[src/sv/fmhd_pkg.sv]
package fmhd_pkg;

    // Fixed field widths
    localparam int ID_W    = 4;
    localparam int MODE_W  = 2;
    localparam int STAT_W  = 2;
    localparam int TIMER_W = 20;

    // Item modes
    localparam logic [MODE_W-1:0] MODE_LOCK   = 2'd0;
    localparam logic [MODE_W-1:0] MODE_UNLOCK = 2'd1;
    localparam logic [MODE_W-1:0] MODE_TICK   = 2'd2;
    localparam logic [MODE_W-1:0] MODE_NONE   = 2'd3;

    // Client states
    localparam logic [STAT_W-1:0] ST_IDLE = 2'd0;
    localparam logic [STAT_W-1:0] ST_WAIT = 2'd1;
    localparam logic [STAT_W-1:0] ST_RUN  = 2'd2;

    localparam logic [TIMER_W-1:0] TIMER_MAX = '1;

    typedef struct packed {
        logic [MODE_W-1:0] mode;
        logic [ID_W-1:0]   client_id;
    } req_t;

    typedef struct packed {
        logic              granted;
        logic [STAT_W-1:0] status_of_client;
    } rsp_t;

    // Controller to datapath
    typedef struct packed {
        logic load;   // capture input beat, issue memory reads
        logic exec;   // apply update, load result register
        logic fix;    // clear next link of the client that just queued
    } ctl_cmd_t;

    // Datapath to controller
    typedef struct packed {
        logic out_free;     // result register can take a new beat
        logic join_behind;  // current lock joins a nonempty queue
    } dp_sts_t;

endpackage

[src/sv/fmhd_ram.sv]
module fmhd_ram
#(
    parameter int WIDTH = 8,
    parameter int DEPTH = 16
)
(
    input  logic                     clk,
    input  logic                     wr_en,
    input  logic [$clog2(DEPTH)-1:0] wr_addr,
    input  logic [WIDTH-1:0]         wr_data,
    input  logic [$clog2(DEPTH)-1:0] rd_addr,
    output logic [WIDTH-1:0]         rd_data
);

    logic [WIDTH-1:0] mem_reg [DEPTH];
    logic [WIDTH-1:0] rd_data_reg;

    // One write port, one registered read port
    always_ff @(posedge clk)
    begin
        if (wr_en)
        begin
            mem_reg[wr_addr] <= wr_data;
        end
        rd_data_reg <= mem_reg[rd_addr];
    end

    assign rd_data = rd_data_reg;

endmodule

[src/sv/fmhd_ctrl.sv]
module fmhd_ctrl
    import fmhd_pkg::*;
(
    input  logic     clk,
    input  logic     rst_n,
    input  logic     in_valid,
    output logic     in_ready,
    input  dp_sts_t  sts,
    output ctl_cmd_t cmd
);

    typedef enum logic [2:0] {
        S_IDLE = 3'b001,
        S_EXEC = 3'b010,
        S_FIX  = 3'b100
    } state_t;

    state_t state_reg;
    state_t state_next;

    always_ff @(posedge clk or negedge rst_n)
    begin
        if (!rst_n)
        begin
            state_reg <= S_IDLE;
        end
        else
        begin
            state_reg <= state_next;
        end
    end

    // Sequencing: read cycle, update cycle, optional link fix-up
    always_comb
    begin
        state_next = state_reg;
        cmd        = '0;
        in_ready   = 1'b0;
        unique case (state_reg)
            S_IDLE:
            begin
                in_ready = 1'b1;
                if (in_valid)
                begin
                    cmd.load   = 1'b1;
                    state_next = S_EXEC;
                end
            end
            S_EXEC:
            begin
                if (sts.out_free)
                begin
                    cmd.exec   = 1'b1;
                    state_next = sts.join_behind ? S_FIX : S_IDLE;
                end
            end
            S_FIX:
            begin
                cmd.fix    = 1'b1;
                state_next = S_IDLE;
            end
            default:
            begin
                state_next = S_IDLE;
            end
        endcase
    end

endmodule

[src/sv/fmhd_dp.sv]
module fmhd_dp
    import fmhd_pkg::*;
#(
    parameter int CLIENTS = 16
)
(
    input  logic               clk,
    input  logic               rst_n,
    input  req_t               in_data,
    input  logic               cfg_valid,
    input  logic [TIMER_W-1:0] cfg_data,
    output rsp_t               out_data,
    output logic               out_valid,
    input  logic               out_ready,
    input  ctl_cmd_t           cmd,
    output dp_sts_t            sts
);

    localparam int AW = $clog2(CLIENTS);
    localparam int LW = $clog2(CLIENTS + 1);
    localparam int XW = (AW > ID_W) ? AW : ID_W;
    localparam logic [LW-1:0] NIL = LW'(CLIENTS);

    // Captured item
    logic [MODE_W-1:0]  mode_reg;
    logic [ID_W-1:0]    cid_reg;

    // Queue and timer state
    logic [LW-1:0]      head_reg, head_next;
    logic [LW-1:0]      tail_reg, tail_next;
    logic [TIMER_W-1:0] elapsed_reg, elapsed_next;
    logic [TIMER_W-1:0] holdoff_reg;
    logic [CLIENTS-1:0] stat_vld_reg;

    // Result register
    logic               out_valid_reg;
    rsp_t               out_data_reg;
    rsp_t               rsp;

    // Memory ports
    logic [AW-1:0]      rd_addr;
    logic [STAT_W-1:0]  stat_rd;
    logic [LW-1:0]      next_rd, prev_rd;
    logic               stat_we, next_we, prev_we;
    logic [AW-1:0]      stat_wa, next_wa, prev_wa;
    logic [STAT_W-1:0]  stat_wd;
    logic [LW-1:0]      next_wd, prev_wd;

    // Decode of the current item
    logic [XW-1:0]      in_ext, cid_ext;
    logic [AW-1:0]      c_addr;
    logic [LW-1:0]      c_lnk;
    logic               in_range;
    logic [STAT_W-1:0]  st;
    logic               join_behind;

    assign in_ext   = XW'(in_data.client_id);
    assign cid_ext  = XW'(cid_reg);
    assign c_addr   = cid_ext[AW-1:0];
    assign c_lnk    = LW'(cid_reg);
    assign in_range = (32'(cid_reg) < CLIENTS);
    assign rd_addr  = cmd.load ? in_ext[AW-1:0] : c_addr;

    // Status of an entry never written reads as idle
    assign st = (in_range && stat_vld_reg[c_addr]) ? stat_rd : ST_IDLE;

    assign join_behind = in_range && (mode_reg == MODE_LOCK) && (st == ST_IDLE)
                         && (head_reg != NIL);

    assign sts.out_free    = !out_valid_reg || out_ready;
    assign sts.join_behind = join_behind;

    fmhd_ram #(.WIDTH(STAT_W), .DEPTH(CLIENTS)) u_stat_ram
    (
        .clk     (clk),
        .wr_en   (stat_we),
        .wr_addr (stat_wa),
        .wr_data (stat_wd),
        .rd_addr (rd_addr),
        .rd_data (stat_rd)
    );

    fmhd_ram #(.WIDTH(LW), .DEPTH(CLIENTS)) u_next_ram
    (
        .clk     (clk),
        .wr_en   (next_we),
        .wr_addr (next_wa),
        .wr_data (next_wd),
        .rd_addr (rd_addr),
        .rd_data (next_rd)
    );

    fmhd_ram #(.WIDTH(LW), .DEPTH(CLIENTS)) u_prev_ram
    (
        .clk     (clk),
        .wr_en   (prev_we),
        .wr_addr (prev_wa),
        .wr_data (prev_wd),
        .rd_addr (rd_addr),
        .rd_data (prev_rd)
    );

    // Queue update, memory writes and result
    always_comb
    begin
        head_next    = head_reg;
        tail_next    = tail_reg;
        elapsed_next = elapsed_reg;
        stat_we      = 1'b0;
        stat_wa      = c_addr;
        stat_wd      = st;
        next_we      = 1'b0;
        next_wa      = c_addr;
        next_wd      = NIL;
        prev_we      = 1'b0;
        prev_wa      = c_addr;
        prev_wd      = NIL;
        rsp.granted          = 1'b0;
        rsp.status_of_client = in_range ? st : ST_IDLE;

        if (cmd.exec)
        begin
            unique case (mode_reg)
                MODE_TICK:
                begin
                    if (elapsed_reg != TIMER_MAX)
                    begin
                        elapsed_next = elapsed_reg + 1'b1;
                    end
                end
                MODE_LOCK:
                begin
                    if (in_range)
                    begin
                        unique case (st)
                            ST_IDLE:
                            begin
                                stat_we   = 1'b1;
                                prev_we   = 1'b1;
                                tail_next = c_lnk;
                                if (head_reg == NIL)
                                begin
                                    // empty queue: run at once
                                    stat_wd     = ST_RUN;
                                    next_we     = 1'b1;
                                    head_next   = c_lnk;
                                    rsp.granted = 1'b1;
                                    rsp.status_of_client = ST_RUN;
                                end
                                else
                                begin
                                    // append behind current tail
                                    stat_wd = ST_WAIT;
                                    prev_wd = tail_reg;
                                    next_we = (tail_reg != NIL);
                                    next_wa = tail_reg[AW-1:0];
                                    next_wd = c_lnk;
                                    rsp.status_of_client = ST_WAIT;
                                end
                            end
                            ST_WAIT:
                            begin
                                if ((head_reg == c_lnk) && (elapsed_reg >= holdoff_reg))
                                begin
                                    stat_we     = 1'b1;
                                    stat_wd     = ST_RUN;
                                    rsp.granted = 1'b1;
                                    rsp.status_of_client = ST_RUN;
                                end
                            end
                            default:
                            begin
                                rsp.granted = 1'b1;
                            end
                        endcase
                    end
                end
                MODE_UNLOCK:
                begin
                    if (in_range && (st != ST_IDLE))
                    begin
                        // unlink from any position
                        stat_we = 1'b1;
                        stat_wd = ST_IDLE;
                        next_we = (prev_rd != NIL);
                        next_wa = prev_rd[AW-1:0];
                        next_wd = next_rd;
                        prev_we = (next_rd != NIL);
                        prev_wa = next_rd[AW-1:0];
                        prev_wd = prev_rd;
                        if (tail_reg == c_lnk)
                        begin
                            tail_next = prev_rd;
                        end
                        if (head_reg == c_lnk)
                        begin
                            head_next    = next_rd;
                            elapsed_next = '0;
                        end
                        rsp.status_of_client = ST_IDLE;
                    end
                end
                default:
                begin
                end
            endcase
        end
        else if (cmd.fix)
        begin
            // new tail has no successor
            next_we = 1'b1;
            next_wa = c_addr;
            next_wd = NIL;
        end
    end

    // Control state
    always_ff @(posedge clk or negedge rst_n)
    begin
        if (!rst_n)
        begin
            head_reg      <= NIL;
            tail_reg      <= NIL;
            elapsed_reg   <= TIMER_MAX;
            holdoff_reg   <= '0;
            stat_vld_reg  <= '0;
            out_valid_reg <= 1'b0;
        end
        else
        begin
            head_reg    <= head_next;
            tail_reg    <= tail_next;
            elapsed_reg <= elapsed_next;
            if (cfg_valid)
            begin
                holdoff_reg <= cfg_data;
            end
            if (stat_we)
            begin
                stat_vld_reg[c_addr] <= 1'b1;
            end
            if (cmd.exec)
            begin
                out_valid_reg <= 1'b1;
            end
            else if (out_ready)
            begin
                out_valid_reg <= 1'b0;
            end
        end
    end

    // Payload registers
    always_ff @(posedge clk)
    begin
        if (cmd.load)
        begin
            mode_reg <= in_data.mode;
            cid_reg  <= in_data.client_id;
        end
        if (cmd.exec)
        begin
            out_data_reg <= rsp;
        end
    end

    assign out_valid = out_valid_reg;
    assign out_data  = out_data_reg;

endmodule

[src/sv/fifo_mutex_with_handoff_delay_unit.sv]
// Channel   Direction  Handshake              Beat
// in        input      in_valid / in_ready    req_t: mode, client_id
// out       output     out_valid / out_ready  rsp_t: granted, status_of_client
// cfg       input      cfg_valid / cfg_ready  holdoff_ticks (20 bits)
//
// Per item: a registered read of the status and link memories, then an update
// that writes them; a lock that queues behind others adds a fix-up state, since
// the single write port of the next-link memory is used twice.
// Reset (async, active low) clears head, tail, per-client valid bits and the
// result valid flag and saturates the timer; no clearing pass is needed.
// A result waiting in the output register does not block the next item; that
// item stalls in its update cycle until the register frees. cfg is always ready.
module fifo_mutex_with_handoff_delay_unit
    import fmhd_pkg::*;
#(
    parameter int CLIENTS = 16
)
(
    input  logic               clk,
    input  logic               rst_n,
    input  logic               in_valid,
    output logic               in_ready,
    input  req_t               in_data,
    output logic               out_valid,
    input  logic               out_ready,
    output rsp_t               out_data,
    input  logic               cfg_valid,
    output logic               cfg_ready,
    input  logic [TIMER_W-1:0] cfg_data
);

    ctl_cmd_t cmd;
    dp_sts_t  sts;

    assign cfg_ready = 1'b1;

    fmhd_ctrl u_ctrl
    (
        .clk      (clk),
        .rst_n    (rst_n),
        .in_valid (in_valid),
        .in_ready (in_ready),
        .sts      (sts),
        .cmd      (cmd)
    );

    fmhd_dp #(.CLIENTS(CLIENTS)) u_dp
    (
        .clk       (clk),
        .rst_n     (rst_n),
        .in_data   (in_data),
        .cfg_valid (cfg_valid),
        .cfg_data  (cfg_data),
        .out_data  (out_data),
        .out_valid (out_valid),
        .out_ready (out_ready),
        .cmd       (cmd),
        .sts       (sts)
    );

endmodule

[config.mk]
export PLATFORM = sky130hd
export DESIGN_NAME = fifo_mutex_with_handoff_delay_unit
export DESIGN_NICKNAME = d
export VERILOG_FILES = /design/src/sv/fmhd_pkg.sv /design/src/sv/fmhd_ram.sv /design/src/sv/fmhd_ctrl.sv /design/src/sv/fmhd_dp.sv /design/src/sv/fifo_mutex_with_handoff_delay_unit.sv
export SDC_FILE = /design/constraint.sdc
export NUM_CORES = 1
export LEC_CHECK = 0
export BUFFER_PORTS_ARGS = -buffer_cell sky130_fd_sc_hd__buf_4
export CAP_MARGIN = 20
export CELL_PAD_IN_SITES_DETAIL_PLACEMENT = 1
export CELL_PAD_IN_SITES_GLOBAL_PLACEMENT = 1
export CORE_ASPECT_RATIO = 2
export CORE_MARGIN = 10
export CORE_UTILIZATION = 33
export CTS_CLUSTER_DIAMETER = 200
export DETAILED_ROUTE_END_ITERATION = 16
export PLACE_DENSITY = 0.53
export RECOVER_POWER = 50
export SLEW_MARGIN = 20
export SYNTH_ARGS = -nofsm -noshare
export SYNTH_HDL_FRONTEND = slang
export SYNTH_SLANG_ARGS = --single-unit
[constraint.sdc]
create_clock -name clk -period 6 [get_ports clk]
set_clock_uncertainty 0.05 [all_clocks]
set_input_delay 0.9 -clock clk [delete_from_list [all_inputs] [get_ports clk]]
set_output_delay 0.9 -clock clk [all_outputs]
set_load 0.05 [all_outputs]
==> results.tsv <==
metric	value	unit
critPathMaxFanout	37	
grt-ovfl-total	0	
finalCriticalPeriod	4.89	ns
syn_area_per_cell	10.9	µm²
p_per_area	399	mW/mm²
synth_nets	1232	
ios	37	
yosysWarnings	0	
synth_cell_types	64	
peakVddDrop	215	µV
hold_viol_final	0	
status	finished with violations	
required	6.38	ns
grt_pass1_vias	9998	
worst_r2r_path_depth	7	
leakage	0.00564	µW
drc	0	
clock_sinks	283	
cts_tree	done	
max_slew_margin	-1.52	
num_rows	102	
ys.flop_type	edfxtp_1	
drt_iter0_markers	312	
dieArea	0.0477	mm²
synth_edf_count	197	
post_cts_resized	0	
setup-tns-final	0	ns
firstDrtPassIters	4	
layout-drive-gt1-share	0.101	
place_hpwl	29.0	mm
clockBufferDepth	3	
synth.cell_area	0.0128	mm²
setup_violations	0	
grt_pass1_wl	61.3	mm
maxCapViolCount	3	
crit_start	u_ctrl.state_reg[0]	
h-tree-depth	1	
hold_ws	0.176	ns
diodes	0	
place_area	0.0137	mm²
die_w	160	µm
cts_root_buffer	clkbuf_16	
syn_to_final_growth	12.9	%
start_util	0.332	
violations	capacitance limit, slew limit	
wl_per_cell	23.3	µm
numCtsBuffers	27	
cts_hold_buf	0	
synth_area_leader_cell	edfxtp_1	
vias	9037	
total_power	5790	µW
drv_slew	120	
crit_type	reg2reg	
ys_ff_latch	283	
ant_nets	0	
port_buffers	35	
via_per_inst	5.21	
fin_crit_sh	0.815	
antenna_found_initial	0	
hold_class	in2async	
synthArstFlopShare	0.247	
coreArea	0.0387	mm²
rsz0062_at_grt	false	
grt.total_usage	0.167	
path_clk_slew	0.07	ns
grt_max_degree	65	
synth_area_leaders	edfxtp_1, dfrtp_1, nand2_1	
r2r_start	u_ctrl.state_reg[0]	
yosys.area.top_type_share	0.461	
stdcell_area	0.0145	mm²
routed_wl	40.4	mm
place_congestion	0.812	
cts_setup_buffers	0	
synthCells	1180	
cp-start-kind	flip-flop	
synth_common_cells	nand2_1, edfxtp_1, nand3_1	
worst_slew_pin_slew	3.79	ns
nNetsFinal	1246	
max_freq	205	MHz
ys_seq_area_frac	0.624	
insertion_delay	0.55	ns
fp.dieH	299	µm
yosys.cell_count.top_type	nand2_1	
cp-end-kind	flip-flop	
worstPathArrival	5.27	ns
==> kinds of logic (layout without fill, tap and decap cells) <==
logic type	count (synthesis)	after routing	synth area share
AND/OR/NAND/NOR	576	576	0.203
flip-flops	283	283	0.624
AO/OA/AOI/OAI	143	143	0.0776
buffers and inverters	101	135	0.0320
multiplexers	31	31	0.0263
XOR/XNOR	24	24	0.0164
adder cells (fa/ha/maj)	21	21	0.0205
other	1	1	0.000292
==> worst paths after layout <==
| path | end | slack, ns |
|---|---|---|
| setup / recovery | u_dp.u_stat_ram.rd_data[0] | 1.11 |
| hold / removal | u_dp.holdoff_reg[13] | 0.18 |
| setup reg to reg | u_dp.u_stat_ram.rd_data[0] | 1.11 |
| hold reg to reg | u_dp.stat_vld_reg[13] | 0.43 |
| max in group asynchronous | u_dp.holdoff_reg[4] | 1.76 |
| min in group clk | u_dp.stat_vld_reg[13] | 0.43 |
==> worst max-delay path, cell delays in order, from the launching register on <==
cell,delay [ns]
dfstp_1,0.59
nor4bb_1,0.26
clkbuf_1,0.66
mux2i_4,0.33
clkbuf_1,1.49
inv_1,0.88
nand3_1,0.36
a31oi_1,0.12
==> per-layer routing <==
metal | part of all wire | vias up | GRT usage
met2 | 0.59 | 154 | 0.343
met5 | 0 | - | 0
met1 | 0.34 | 4558 | 0.157
met4 | 0.050 | 0 | 0.0844
met3 | 0.023 | 78 | 0.0159
li1 | - | 4247 | -
==> layout make-up <==
type	count	area, µm²
Sequential cell	283	8020
Clock inverter	13	178
Tap cell	520	651
Fill cell	4215	24200
Inverter	33	124
Multi-Input combinational cell	796	4440
Clock buffer	36	749
Timing Repair Buffer	53	345
==> cells in the final DEF, fill, tap and decap left out, types with 18 or more instances in the layout <==
cell type,instances
a21oi_1,18
a311oi_1,25
buf_4,37
clkbuf_1,19
clkbuf_16,27
dfrtp_1,47
dfstp_2,22
edfxtp_1,197
ha_1,21
inv_1,32
nand2_1,262
nand3_1,115
nand4_1,27
nor2_1,88
o21ai_0,30
o21bai_1,18
==> power by group <==
group	switching (µW)	leakage [µW]	internal [µW]	total (µW)
combinational	1050	0.00210	454	1500
sequential	226	0.00309	2270	2490
clock	747	0.000456	1050	1800
==> through the flow <==
stage          cells  utilization  setup WS [ns]
2_1_floorplan   1180            -           2.93
3_3_place_gp    1685        0.354           1.60
3_5_place_dp    1685        0.354           1.52
4_1_cts         1734        0.378           1.49
5_1_grt         1734        0.375          0.674
6_report        1734        0.375           1.11
Note: power is estimated with default switching activity, not from simulation.
